$ cat config.mk
export PLATFORM = sky130hd
export DESIGN_NAME = hotp_sha1_token_check_unit_flat
export DESIGN_NICKNAME = d
export VERILOG_FILES = /design/src/rtl/core/hotp_pkg.sv /design/src/rtl/core/hotp_if.sv /design/src/rtl/core/hotp_sha1_token_check_unit.sv /design/src/flat_wrapper.sv
export SDC_FILE = /design/constraint.sdc
export NUM_CORES = 2
export LEC_CHECK = 0
export ABC_AREA = 1
export BUFFER_PORTS_ARGS = -buffer_cell sky130_fd_sc_hd__buf_2
export CAP_MARGIN = 15
export CORE_MARGIN = 3
export CORE_UTILIZATION = 23
export CTS_CLUSTER_DIAMETER = 80
export DETAILED_ROUTE_END_ITERATION = 12
export MAX_ROUTING_LAYER = met4
export PLACE_DENSITY = 0.48
export SYNTH_ARGS = -nofsm -noshare
export SYNTH_HDL_FRONTEND = slang
export SYNTH_SLANG_ARGS = --single-unit
$ cat constraint.sdc
create_clock -name clock -period 22.5 [get_ports clock]
set_input_delay 4.5 -clock clock [delete_from_list [all_inputs] [get_ports clock]]
set_output_delay 4.5 -clock clock [all_outputs]
set_load 0.02 [all_outputs]
$ cat src/rtl/core/hotp_pkg.sv
package hotp_pkg;

   localparam int KEY_BYTES    = 20;
   localparam int WINDOW_BACK  = 4;
   localparam int WINDOW_AHEAD = 4;
   localparam int WINDOW_CODES = WINDOW_BACK + WINDOW_AHEAD;
   localparam int WIN_W        = $clog2(WINDOW_CODES + 1);

   localparam int CODE_W   = 20;
   localparam int STEP_W   = 32;
   localparam int CSR_IDX_W = 2;
   localparam int CSR_DAT_W = 64;

   localparam logic [CSR_IDX_W-1:0] CSR_KEY_HIGH   = 2'd0;
   localparam logic [CSR_IDX_W-1:0] CSR_KEY_MIDDLE = 2'd1;
   localparam logic [CSR_IDX_W-1:0] CSR_KEY_LOW    = 2'd2;

   localparam logic OP_GENERATE = 1'b0;
   localparam logic OP_CHECK    = 1'b1;

   localparam int unsigned CODE_MODULUS = 1000000;
   localparam int MOD_STEPS = 12;
   localparam logic [30:0] WORD_MASK = 31'h7fff_ffff;
   localparam int ROUNDS = 80;

   // Which of the four compressions of one code is in progress.
   localparam logic [1:0] PH_KEY_INNER = 2'd0;
   localparam logic [1:0] PH_KEY_OUTER = 2'd1;
   localparam logic [1:0] PH_MSG_INNER = 2'd2;
   localparam logic [1:0] PH_MSG_OUTER = 2'd3;

   typedef logic [31:0] word_type;
   typedef word_type sched_type [16];
   typedef word_type chain_type [5];

   localparam logic [159:0] SHA_INIT = {32'h67452301, 32'hEFCDAB89, 32'h98BADCFE,
                                        32'h10325476, 32'hC3D2E1F0};

   function automatic word_type rotl(input word_type x, input int n);
      rotl = (x << n) | (x >> (32 - n));
   endfunction

   function automatic logic [511:0] build_block(input logic [1:0] phase,
                                                input logic [63:0] key_high,
                                                input logic [63:0] key_middle,
                                                input logic [31:0] key_low,
                                                input word_type counter,
                                                input logic [159:0] digest);
      logic [511:0] key_blk;
      key_blk = {key_high, key_middle, key_low, 352'd0};
      unique case (phase)
         PH_KEY_INNER: build_block = key_blk ^ {64{8'h36}};
         PH_KEY_OUTER: build_block = key_blk ^ {64{8'h5c}};
         // Second block of the inner hash: zero word, counter, padding, 576-bit length.
         PH_MSG_INNER: build_block = {32'd0, counter, 32'h8000_0000, 384'd0, 32'd576};
         default:      build_block = {digest, 32'h8000_0000, 288'd0, 32'd672};
      endcase
   endfunction

   function automatic logic [30:0] truncate(input logic [159:0] digest);
      logic [159:0] shifted;
      shifted = digest << {digest[3:0], 3'b000};
      truncate = shifted[158:128] & WORD_MASK;
   endfunction

endpackage

$ cat src/rtl/core/hotp_if.sv
interface hotp_req_if;
   logic        valid;
   logic        ready;
   logic        operation;
   logic [31:0] time_step;
   logic [19:0] token;
   modport source(output valid, operation, time_step, token, input ready);
   modport sink(input valid, operation, time_step, token, output ready);
endinterface

interface hotp_rsp_if;
   logic        valid;
   logic        ready;
   logic [19:0] code;
   logic        match;
   modport source(output valid, code, match, input ready);
   modport sink(input valid, code, match, output ready);
endinterface

interface hotp_csr_if;
   logic        valid;
   logic        ready;
   logic [1:0]  index;
   logic [63:0] data;
   modport source(output valid, index, data, input ready);
   modport sink(input valid, index, data, output ready);
endinterface

$ cat src/rtl/core/hotp_sha1_token_check_unit.sv
// Each SHA-1 compression runs one round a cycle on a single round unit.
// Keyed pad states are compressed once per item and kept in a two-entry state memory.
// The modulo 1000000 reduction is done by repeated compare-subtract for each code.
// One item at a time; the next beat is taken while a result waits to be collected.
// Synchronous active-high reset clears the key registers, the state register and the response valid flag.
module hotp_sha1_token_check_unit (
   input logic clock,
   input logic reset,
   hotp_req_if.sink   req_if,
   hotp_rsp_if.source rsp_if,
   hotp_csr_if.sink   csr_if
);
   import hotp_pkg::*;

   localparam logic [2:0] S_IDLE  = 3'd0;
   localparam logic [2:0] S_RD    = 3'd1;
   localparam logic [2:0] S_INIT  = 3'd2;
   localparam logic [2:0] S_RND   = 3'd3;
   localparam logic [2:0] S_WB    = 3'd4;
   localparam logic [2:0] S_TRUNC = 3'd5;
   localparam logic [2:0] S_MOD   = 3'd6;
   localparam logic [2:0] S_DONE  = 3'd7;

   logic [63:0] key_high_ff, key_middle_ff;
   logic [31:0] key_low_ff;

   logic [2:0]  state_ff, state_in;
   logic [1:0]  phase_ff, phase_in;
   logic [6:0]  round_ff, round_in;
   sched_type   w_ff, w_in;
   chain_type   s_ff, s_in;
   logic [159:0] h_ff, h_in;
   logic [159:0] dig_ff, dig_in;
   logic [30:0] rem_ff, rem_in;
   logic [3:0]  modk_ff, modk_in;
   logic [WIN_W-1:0] idx_ff, idx_in;
   word_type    ctr_ff, ctr_in;
   logic        op_ff, op_in;
   logic [19:0] token_ff, token_in;
   logic        hit_ff, hit_in;
   logic [19:0] gcode_ff, gcode_in;
   logic        rsp_valid_ff, rsp_valid_in;
   logic [19:0] rsp_code_ff, rsp_code_in;
   logic        rsp_match_ff, rsp_match_in;

   // Keyed pad states: entry 0 inner, entry 1 outer.
   logic [159:0] kmem [2];
   logic [159:0] rdata_ff;

   logic [159:0] sum;
   logic [511:0] blk;
   word_type     f, k, t, wnew;
   logic [31:0]  sub;
   logic [30:0]  rem_next;
   logic [WIN_W-1:0] codes;

   assign req_if.ready = (state_ff == S_IDLE);
   assign csr_if.ready = 1'b1;
   assign rsp_if.valid = rsp_valid_ff;
   assign rsp_if.code  = rsp_code_ff;
   assign rsp_if.match = rsp_match_ff;

   always_ff @(posedge clock) begin
      if (reset) begin
         key_high_ff   <= '0;
         key_middle_ff <= '0;
         key_low_ff    <= '0;
      end else if (csr_if.valid) begin
         case (csr_if.index)
            CSR_KEY_HIGH:   key_high_ff   <= csr_if.data;
            CSR_KEY_MIDDLE: key_middle_ff <= csr_if.data;
            CSR_KEY_LOW:    key_low_ff    <= csr_if.data[31:0];
            default: ;
         endcase
      end
   end

   always_ff @(posedge clock) begin
      if (state_ff == S_WB && !phase_ff[1]) begin
         kmem[phase_ff[0]] <= sum;
      end
      rdata_ff <= kmem[phase_ff[0]];
   end

   always_comb begin
      for (int i = 0; i < 5; i++) begin
         sum[159-32*i -: 32] = h_ff[159-32*i -: 32] + s_ff[i];
      end
      blk = build_block(phase_ff, key_high_ff, key_middle_ff, key_low_ff, ctr_ff, dig_ff);
      if (round_ff < 7'd20) begin
         f = (s_ff[1] & s_ff[2]) | (~s_ff[1] & s_ff[3]);
         k = 32'h5A827999;
      end else if (round_ff < 7'd40) begin
         f = s_ff[1] ^ s_ff[2] ^ s_ff[3];
         k = 32'h6ED9EBA1;
      end else if (round_ff < 7'd60) begin
         f = (s_ff[1] & s_ff[2]) | (s_ff[1] & s_ff[3]) | (s_ff[2] & s_ff[3]);
         k = 32'h8F1BBCDC;
      end else begin
         f = s_ff[1] ^ s_ff[2] ^ s_ff[3];
         k = 32'hCA62C1D6;
      end
      t    = rotl(s_ff[0], 5) + f + s_ff[4] + k + w_ff[0];
      wnew = rotl(w_ff[13] ^ w_ff[8] ^ w_ff[2] ^ w_ff[0], 1);
      sub  = 32'(CODE_MODULUS) << modk_ff;
      rem_next = ({1'b0, rem_ff} >= sub) ? 31'({1'b0, rem_ff} - sub) : rem_ff;
      codes = (op_ff == OP_CHECK) ? WIN_W'(WINDOW_CODES) : WIN_W'(1);
   end

   always_comb begin
      state_in  = state_ff;
      phase_in  = phase_ff;
      round_in  = round_ff;
      w_in      = w_ff;
      s_in      = s_ff;
      h_in      = h_ff;
      dig_in    = dig_ff;
      rem_in    = rem_ff;
      modk_in   = modk_ff;
      idx_in    = idx_ff;
      ctr_in    = ctr_ff;
      op_in     = op_ff;
      token_in  = token_ff;
      hit_in    = hit_ff;
      gcode_in  = gcode_ff;
      rsp_valid_in = rsp_valid_ff && !rsp_if.ready;
      rsp_code_in  = rsp_code_ff;
      rsp_match_in = rsp_match_ff;

      unique case (state_ff)
         S_IDLE: begin
            if (req_if.valid) begin
               op_in    = req_if.operation;
               token_in = req_if.token;
               ctr_in   = (req_if.operation == OP_CHECK) ?
                          req_if.time_step - STEP_W'(WINDOW_BACK) : req_if.time_step;
               phase_in = PH_KEY_INNER;
               idx_in   = '0;
               hit_in   = 1'b0;
               gcode_in = '0;
               state_in = S_RD;
            end
         end
         S_RD: begin
            for (int i = 0; i < 16; i++) begin
               w_in[i] = blk[511-32*i -: 32];
            end
            state_in = S_INIT;
         end
         S_INIT: begin
            h_in = phase_ff[1] ? rdata_ff : SHA_INIT;
            for (int i = 0; i < 5; i++) begin
               s_in[i] = h_in[159-32*i -: 32];
            end
            round_in = '0;
            state_in = S_RND;
         end
         S_RND: begin
            s_in[0] = t;
            s_in[1] = s_ff[0];
            s_in[2] = rotl(s_ff[1], 30);
            s_in[3] = s_ff[2];
            s_in[4] = s_ff[3];
            for (int i = 0; i < 15; i++) begin
               w_in[i] = w_ff[i+1];
            end
            w_in[15] = wnew;
            round_in = round_ff + 7'd1;
            if (round_ff == 7'(ROUNDS - 1)) begin
               state_in = S_WB;
            end
         end
         S_WB: begin
            dig_in = sum;
            if (phase_ff == PH_MSG_OUTER) begin
               state_in = S_TRUNC;
            end else begin
               phase_in = phase_ff + 2'd1;
               state_in = S_RD;
            end
         end
         S_TRUNC: begin
            rem_in   = truncate(dig_ff);
            modk_in  = 4'(MOD_STEPS - 1);
            state_in = S_MOD;
         end
         S_MOD: begin
            rem_in  = rem_next;
            modk_in = modk_ff - 4'd1;
            if (modk_ff == '0) begin
               if (op_ff == OP_GENERATE) begin
                  gcode_in = rem_next[19:0];
               end else if (rem_next[19:0] == token_ff) begin
                  hit_in = 1'b1;
               end
               idx_in = idx_ff + WIN_W'(1);
               if (idx_in == codes) begin
                  state_in = S_DONE;
               end else begin
                  ctr_in   = ctr_ff + 32'd1;
                  phase_in = PH_MSG_INNER;
                  state_in = S_RD;
               end
            end
         end
         S_DONE: begin
            if (!rsp_valid_ff || rsp_if.ready) begin
               rsp_valid_in = 1'b1;
               rsp_code_in  = gcode_ff;
               rsp_match_in = hit_ff;
               state_in     = S_IDLE;
            end
         end
         default: state_in = S_IDLE;
      endcase
   end

   always_ff @(posedge clock) begin
      if (reset) begin
         state_ff     <= S_IDLE;
         rsp_valid_ff <= 1'b0;
      end else begin
         state_ff     <= state_in;
         rsp_valid_ff <= rsp_valid_in;
      end
      phase_ff <= phase_in;
      round_ff <= round_in;
      w_ff     <= w_in;
      s_ff     <= s_in;
      h_ff     <= h_in;
      dig_ff   <= dig_in;
      rem_ff   <= rem_in;
      modk_ff  <= modk_in;
      idx_ff   <= idx_in;
      ctr_ff   <= ctr_in;
      op_ff    <= op_in;
      token_ff <= token_in;
      hit_ff   <= hit_in;
      gcode_ff <= gcode_in;
      rsp_code_ff  <= rsp_code_in;
      rsp_match_ff <= rsp_match_in;
   end

`ifndef ASSERT_OFF
   a_accept_busy: assert property (@(posedge clock) disable iff (reset)
      (req_if.valid && req_if.ready) |=> (state_ff == S_RD))
      else $error("accepted beat did not start a compression");
   a_round_range: assert property (@(posedge clock) disable iff (reset)
      (state_ff == S_RND) |-> (round_ff < 7'(ROUNDS)))
      else $error("round counter ran past the last round");
   a_code_range: assert property (@(posedge clock) disable iff (reset)
      (state_ff == S_MOD && modk_ff == '0) |-> (rem_next < 31'(CODE_MODULUS)))
      else $error("reduction left a value of a million or more");
   a_done_release: assert property (@(posedge clock) disable iff (reset)
      (state_ff == S_DONE && !rsp_valid_ff) |=> (rsp_valid_ff && state_ff == S_IDLE))
      else $error("finished result was not posted");
`endif

endmodule
$ cat src/flat_wrapper.sv
// flat-port wrapper written by rule: the top's interface ports become plain ports
module hotp_sha1_token_check_unit_flat import hotp_pkg::*;
  (clock, reset, req_if_valid, req_if_operation, req_if_time_step, req_if_token, req_if_ready, rsp_if_valid, rsp_if_code, rsp_if_match, rsp_if_ready, csr_if_valid, csr_if_index, csr_if_data, csr_if_ready);
  hotp_req_if req_if_i ();
  hotp_rsp_if rsp_if_i ();
  hotp_csr_if csr_if_i ();
  input logic clock;
  input logic reset;
  input wire logic [$bits(req_if_i.valid)-1:0] req_if_valid;
  input wire logic [$bits(req_if_i.operation)-1:0] req_if_operation;
  input wire logic [$bits(req_if_i.time_step)-1:0] req_if_time_step;
  input wire logic [$bits(req_if_i.token)-1:0] req_if_token;
  output wire logic [$bits(req_if_i.ready)-1:0] req_if_ready;
  output wire logic [$bits(rsp_if_i.valid)-1:0] rsp_if_valid;
  output wire logic [$bits(rsp_if_i.code)-1:0] rsp_if_code;
  output wire logic [$bits(rsp_if_i.match)-1:0] rsp_if_match;
  input wire logic [$bits(rsp_if_i.ready)-1:0] rsp_if_ready;
  input wire logic [$bits(csr_if_i.valid)-1:0] csr_if_valid;
  input wire logic [$bits(csr_if_i.index)-1:0] csr_if_index;
  input wire logic [$bits(csr_if_i.data)-1:0] csr_if_data;
  output wire logic [$bits(csr_if_i.ready)-1:0] csr_if_ready;
  assign req_if_i.valid = req_if_valid;
  assign req_if_i.operation = req_if_operation;
  assign req_if_i.time_step = req_if_time_step;
  assign req_if_i.token = req_if_token;
  assign req_if_ready = req_if_i.ready;
  assign rsp_if_valid = rsp_if_i.valid;
  assign rsp_if_code = rsp_if_i.code;
  assign rsp_if_match = rsp_if_i.match;
  assign rsp_if_i.ready = rsp_if_ready;
  assign csr_if_i.valid = csr_if_valid;
  assign csr_if_i.index = csr_if_index;
  assign csr_if_i.data = csr_if_data;
  assign csr_if_ready = csr_if_i.ready;
  hotp_sha1_token_check_unit u_core (.clock(clock), .reset(reset), .req_if(req_if_i), .rsp_if(rsp_if_i), .csr_if(csr_if_i));
endmodule
==> Word level (Yosys, flattened, before mapping) <==
Memory sizes are Yosys's and may differ from the RTL's. A register that Yosys moved wholly into a read port is not among the register bits.
Index checks and enable logic that the tools add are counted.
{ "word_totals": {"register_bits": 1299, "ram_bits": 320, "out_inout_bits": 24, "elab_cells": 182, "mem_count": 1} }
{ "mem_list": {"columns": ["name", "words", "word_bits", "rd", "rd_clocked_by_memory_dff", "wr", "line_no", "rtl"], "rows": [
  ["u_core.kmem", 2, 160, 1, 1, 1, "hotp_sha1_token_check_unit.sv:47", "logic [159:0] kmem [2];"]
]} }
{ "classes": {"addsub": 16, "order_cmp": 4, "eq_ne": 25, "n_shift": 2, "mux": 48, "n_bitwise": 18, "reduce_logical": 27} }
{ "op_table": {"columns": ["op", "n"], "rows": [
  ["case mux 512 bit (3 select lines)", 1],
  ["case mux 512 bit (2 select lines)", 1],
  ["NOT 256 bit", 2],
  ["case mux 160 bit (2 select lines)", 1],
  ["adder 32 bit", 9],
  ["2-to-1 mux 32 bit", 9],
  ["2-to-1 mux 160 bit", 1],
  ["left shift 160 x 7 -> 159 bit", 1],
  ["XOR 32 bit", 5],
  ["AND 32 bit", 4],
  ["bitwise OR 32 bit", 3],
  ["case mux 32 bit (2 select lines)", 1],
  ["2-to-1 mux 31 bit", 2],
  ["case mux 31 bit (2 select lines)", 1],
  ["2-to-1 mux 20 bit", 3],
  ["case mux 20 bit (2 select lines)", 1],
  ["adder 32 x 1 -> 32 bit, second input constant", 1],
  ["greater-or-equal comparator 31 x 32 -> 1 bit", 1],
  ["NOT 32 bit", 1],
  ["bitwise OR 32 x 1 -> 32 bit", 1],
  ["bitwise OR 32 x 30 -> 32 bit", 1],
  ["bitwise OR 32 x 5 -> 32 bit", 1],
  ["left shift 20 x 4 -> 32 bit, first input constant", 1],
  ["subtractor 32 x 3 -> 32 bit, second input constant", 1],
  ["38 further kinds", 87]
]} }

==> Depth between registers and ports, before layout <==
{ "logic_depth": {"ltp_word": 11, "mapped_depth": 30, "ltp_nobuf": 30} }

==> Least setup slack after synthesis <==
No wires, ideal clock.
{ "synth_path": {"path_kind": "register -> register", "from": "register u_core.state_ff[0]", "to": "register u_core.w_ff[0] (netlist bit), enable pin", "setup_ns": 1.403, "t_arrival_ns": 21.685, "required_ns": 21.097, "slack_ns": -0.588, "path_stages_with_launch": 3, "synth_period_minus_slack_ns": 23.088, "path_cell_list": "dfxtp_1 -> inv_1 -> nor2_1"} }
{ "synth_via": {"elab_chain_cells": 2, "word_cells_on_any_way": 3, "classes_between": "2 x eq/ne; 1 x reduce/logical"} }
{ "synth_rtl": {"columns": ["item", "line_no", "rtl"], "rows": [
  ["start: declaration", "hotp_sha1_token_check_unit.sv:27", "logic [2:0] state_ff, state_in;"],
  ["start signal: assignment", "hotp_sha1_token_check_unit.sv:223", "state_ff <= state_in;"],
  ["== test 3 x 1 -> 1 bit or == test 3 x 2 -> 1 bit (tied branches)", "hotp_sha1_token_check_unit.sv:130", "unique case (state_ff)"],
  ["nonzero test 2 bit (no source line) *", null, null],
  ["end signal: assignment", "hotp_sha1_token_check_unit.sv:228", "w_ff <= w_in;"],
  ["end: declaration", "hotp_sha1_token_check_unit.sv:30", "sched_type w_ff, w_in;"]
]} }
Every way passes the cells marked *; elsewhere a longest branch is shown, timed or not.
A chain may end at the register's enable or synchronous reset.

==> out/qor.txt <==
CRITICAL PATH
-----------------------------------------------------------------------------------------------
Worst stage delay on the critical path ...........................................      0.64 ns
Library cell appearing most often on the critical path ........................... sky130_fd_sc_hd__inv_1
Cell family with most CP delay ................................................... compound AO/OA/AOI/OAI gates
Worst reg2reg path depth .........................................................           21
Critical path cell sequence ...................................................... nor2_1 -> nand3_1 -> nand2_1 -> clkinv_1 -> a221oi_1 -> fa_1 -> inv_1 -> fa_1 -> inv_1 -> fa_1 -> inv_1 -> ha_1 -> a21oi_1 -> o21ai_0 -> a21oi_1 -> inv_1 -> a21oi_1 -> o31ai_1 -> or2_2 -> nand3_1 -> o21ai_0
Crit path DAT ....................................................................      7.13 ns
Cell type of the slowest stage on the worst timing path .......................... sky130_fd_sc_hd__clkinv_1
CP Buf/Inv Count .................................................................            5
Top fanout value on the critical path ............................................           18
Crit. End Element ................................................................         flop
Element type at the critical path start ..........................................         flop
Critical Path RT .................................................................     23.08 ns
Kind of critical path ............................................................      reg2reg
Path length in cells of the critical path ........................................           21

POWER AND IR DROP
-----------------------------------------------------------------------------------------------
Peak supply drop .................................................................   0.07122 mV
Total Power ......................................................................     10.94 mW
Pwr/cell area .................................................................... 108.9 nW/um^2
LEAKAGE ..........................................................................     38.73 nW

STA
-----------------------------------------------------------------------------------------------
Final worst clock skew ...........................................................    0.1182 ns
Setup slack after layout .........................................................     15.96 ns
Pins over their slew limit .......................................................            0
Setup tns final ..................................................................         0 ns
Hold violation count in the final report .........................................            0
Unrepaired setup endpoints after global routing ..................................           no
Worst slew pin tran ..............................................................     1.210 ns
Worst-case headroom to the max-slew limit ........................................       0.1846
Period Utilization, post-route ...................................................       0.2909
Top achievable clock speed .......................................................   0.1528 GHz
Post-layout min period ...........................................................     6.545 ns
Final setup fails ................................................................            0

GLOBAL ROUTING
-----------------------------------------------------------------------------------------------
Wire length of the first global-routing pass .....................................     465.5 mm
GRT Resource Usage Total .........................................................       0.1707
Antenna violations before repair .................................................           46
Overall overflow remaining after global route ....................................            0
Via count of the first global-routing pass .......................................       60,950
Maximum number of pins on one net before global-route repair .....................          217

PLACED DESIGN
-----------------------------------------------------------------------------------------------
Port-buffer cells ................................................................          146
Worst slack at placement .........................................................     15.83 ns
Detailed placement HPWL ..........................................................     246.5 mm
Placement Cell Area .............................................................. 93,380 sq um
Placer congestion estimate .......................................................       0.9498

CTS
-----------------------------------------------------------------------------------------------
TritonCTS clock tree .............................................................        built
Hold buffer count at cts .........................................................            0
Clock buffer depth ...............................................................            4
Clock input transition at the sequential cells of the worst setup and hold paths .      0.06 ns
Depth of the CTS H-tree ..........................................................            4
Sink count of the clock tree .....................................................        1,779
Number of gates given a new drive strength after cts .............................            0
CTS buffer count .................................................................          203
Cell chosen for the clock root ................................................... sky130_fd_sc_hd__clkbuf_16
Total setup buffers inserted after CTS ...........................................            0
Clock latency of the later-clocked register in the worst-skew pair ...............      0.96 ns

YOSYS
-----------------------------------------------------------------------------------------------
Most used standard cells in the synthesized netlist .............................. sky130_fd_sc_hd__nand2_1, sky130_fd_sc_hd__edfxtp_1, sky130_fd_sc_hd__inv_1
Top cell type by total area after synthesis ...................................... sky130_fd_sc_hd__edfxtp_1
Count of warnings emitted by yosys ...............................................            0
Syn Area/Cell ....................................................................  9.733 sq um
Area contributors post-synth ..................................................... sky130_fd_sc_hd__edfxtp_1, sky130_fd_sc_hd__nand2_1, sky130_fd_sc_hd__dfxtp_1
Post-synthesis sequential element count ..........................................        1,779
Fraction of the yosys area taken by sequential cells .............................       0.5762
Library cell with the highest instance count after synthesis ..................... sky130_fd_sc_hd__nand2_1
Most common flop cell mapped by yosys ............................................ sky130_fd_sc_hd__edfxtp_1
Synthesized instance count .......................................................        8,947
Count of flip-flops with a built-in enable after synthesis .......................        1,455
Fraction of registers with async set/reset .......................................            0
Synthesized netlist net count ....................................................        9,432
Synth Cell Area .................................................................. 87,080 sq um
Proportion of netlist area held by the largest area contributor ..................       0.5017
Count of distinct cell types in the synthesized netlist ..........................           63

FINISH
-----------------------------------------------------------------------------------------------
Total of fill cells in the finished design .......................................       40,010
Total area of sequential cells ................................................... 50,180 sq um
Final net count ..................................................................        9,464
Post-Route Utilization ...........................................................       0.2670
Signed area change from the synthesized netlist to the final layout ..............       15.39%
Area taken by multi-input logic gates ............................................ 32,310 sq um
Total non-filler cell area in the finished layout ................................ 100,500 sq um
Ratio of cells with drive above 1 in the final layout ............................      0.07846

WORST HOLD PATH
-----------------------------------------------------------------------------------------------
WHS Path Cells ...................................................................            2
Worst hold-check path type .......................................................      reg2reg

FLOORPLAN
-----------------------------------------------------------------------------------------------
Die Area ......................................................................... 386,000 sq um
Placement row count ..............................................................          225
Area of the core ................................................................. 376,400 sq um
Die W ............................................................................ 621.3 microns
Die Y-Extent ..................................................................... 621.3 microns
Effective utilization at floorplan ...............................................       0.2314
I/O pin count ....................................................................          148

ROUTING
-----------------------------------------------------------------------------------------------
Routed wire length per instance .................................................. 23.46 microns
Drt drc ..........................................................................            0
First-iteration detailed-routing DRC count .......................................        7,666
Total wire length ................................................................     332.5 mm
Post-DR vias/cell ................................................................        4.627
DRT Pass-1 Iters .................................................................            6
Via count ........................................................................       65,580
Antenna Nets Post-Route ..........................................................            0

OUTCOME
-----------------------------------------------------------------------------------------------
Run status ....................................................................... complete, no violations

JOB
-----------------------------------------------------------------------------------------------
# Max-Cap Violations .............................................................            0

worst min-delay path, stage by stage (launching register included):
cell,delay (ns)
sky130_fd_sc_hd__edfxtp_1,0.32
sky130_fd_sc_hd__nand2_1,0.05
sky130_fd_sc_hd__nand2_1,0.04
per-stage QoR:
stage | hold WS, ns | instances
CTS | 0.3921 | 14140
global route | 0.4142 | 14160
global placement | 0.4059 | 13770
floorplan | 0.4003 | 8947
finish | 0.3948 | 14170
detailed placement | 0.4068 | 13770
power by group:
part / internal [mW] / switching [mW] / leakage (nW) / total (mW)
Clock: 2.08 / 1.45 / 3.41 / 3.53
Combinational: 0.955 / 2.20 / 19.2 / 3.15
Sequential: 4.07 / 0.195 / 16.1 / 4.26
Total: 7.10 / 3.84 / 38.7 / 10.9
cell families after synthesis:
kind of cell,after synthesis,synth area share
simple gates,3658,0.1693
flops,1779,0.5762
compound gates,1541,0.1014
other cells,1,0.00004306
mux,32,0.003678
xor+xnor,327,0.03289
buf+inv,1248,0.05437
fa+ha+maj,361,0.06213
worst paths after layout:
kind | startpoint | to | slack (ns)
setup / recovery | u_core.round_ff[6]$_SDFFCE_PN0P_ | u_core.s_ff[148]$_DFFE_PP_ | 15.96
hold / removal | u_core.kmem[0][0]$_DFFE_PP_ | u_core.rdata_ff[0]$_DFF_P_ | 0.39
setup reg to reg | u_core.round_ff[6]$_SDFFCE_PN0P_ | u_core.s_ff[148]$_DFFE_PP_ | 15.96
hold reg to reg | u_core.kmem[0][0]$_DFFE_PP_ | u_core.rdata_ff[0]$_DFF_P_ | 0.39
placed cells by master, fill, tap and decap left out, drive strengths merged, types with 5 or more instances in the layout:
| cell | count |
|---|---|
| o2111ai | 5 |
| a21oi | 514 |
| bufinv | 26 |
| o21bai | 14 |
| edfxtp | 1455 |
| clkbuf | 282 |
| inv | 847 |
| clkinvlp | 6 |
| diode | 28 |
| ha | 242 |
| o21ai | 629 |
| or2 | 99 |
| a31oi | 11 |
| a31o | 11 |
| clkinv | 57 |
| a21boi | 12 |
| o221ai | 65 |
| nand4 | 53 |
| o21a | 22 |
| a22oi | 6 |
| xor2 | 160 |
| o211ai | 156 |
| nor2 | 470 |
| nand2 | 2695 |
| a221oi | 13 |
| o22ai | 26 |
| xnor2 | 167 |
| nand3b | 22 |
| nor3 | 67 |
| a21o | 14 |
| fa | 119 |
| a211oi | 32 |
| buf | 234 |
| nand3 | 236 |
| dfxtp | 324 |
| mux2i | 32 |
| nor4 | 12 |
state kept, by name (all words and copies together) (netlist names), 20 cells and up:
name	count
u_core.key_high_ff	64
u_core.h_ff	160
u_core.rem_ff	31
u_core.rsp_if.code	20
u_core.ctr_ff	32
u_core.dig_ff	160
u_core.w_ff	512
u_core.key_low_ff	32
u_core.s_ff	160
u_core.key_middle_ff	64
u_core.gcode_ff	20
u_core.rdata_ff	160
u_core.token_ff	20
u_core.kmem	320
per-layer routing:
| metal | vias to the layer above | GRT usage | wire length [microns] |
|---|---|---|---|
| li1 | 30250 | - | - |
| met1 | 32520 | 0.2305 | 148400 |
| met2 | 2350 | 0.2583 | 146900 |
| met3 | 458 | 0.02672 | 23160 |
| met4 | 0 | 0.06136 | 13960 |
| met5 | - | - | 0 |
layout make-up:
cell class / count / area share
Inverter: 841 / 0.03159
Antenna cell: 28 / 0.0006973
Timing Repair Buffer: 234 / 0.01482
Sequential cell: 1779 / 0.4994
Clock buffer: 282 / 0.05675
Clock inverter: 95 / 0.01304
Tap cell: 4994 / 0.06219
Multi-Input combinational cell: 5920 / 0.3215
Power figures use the tool's default switching activity.
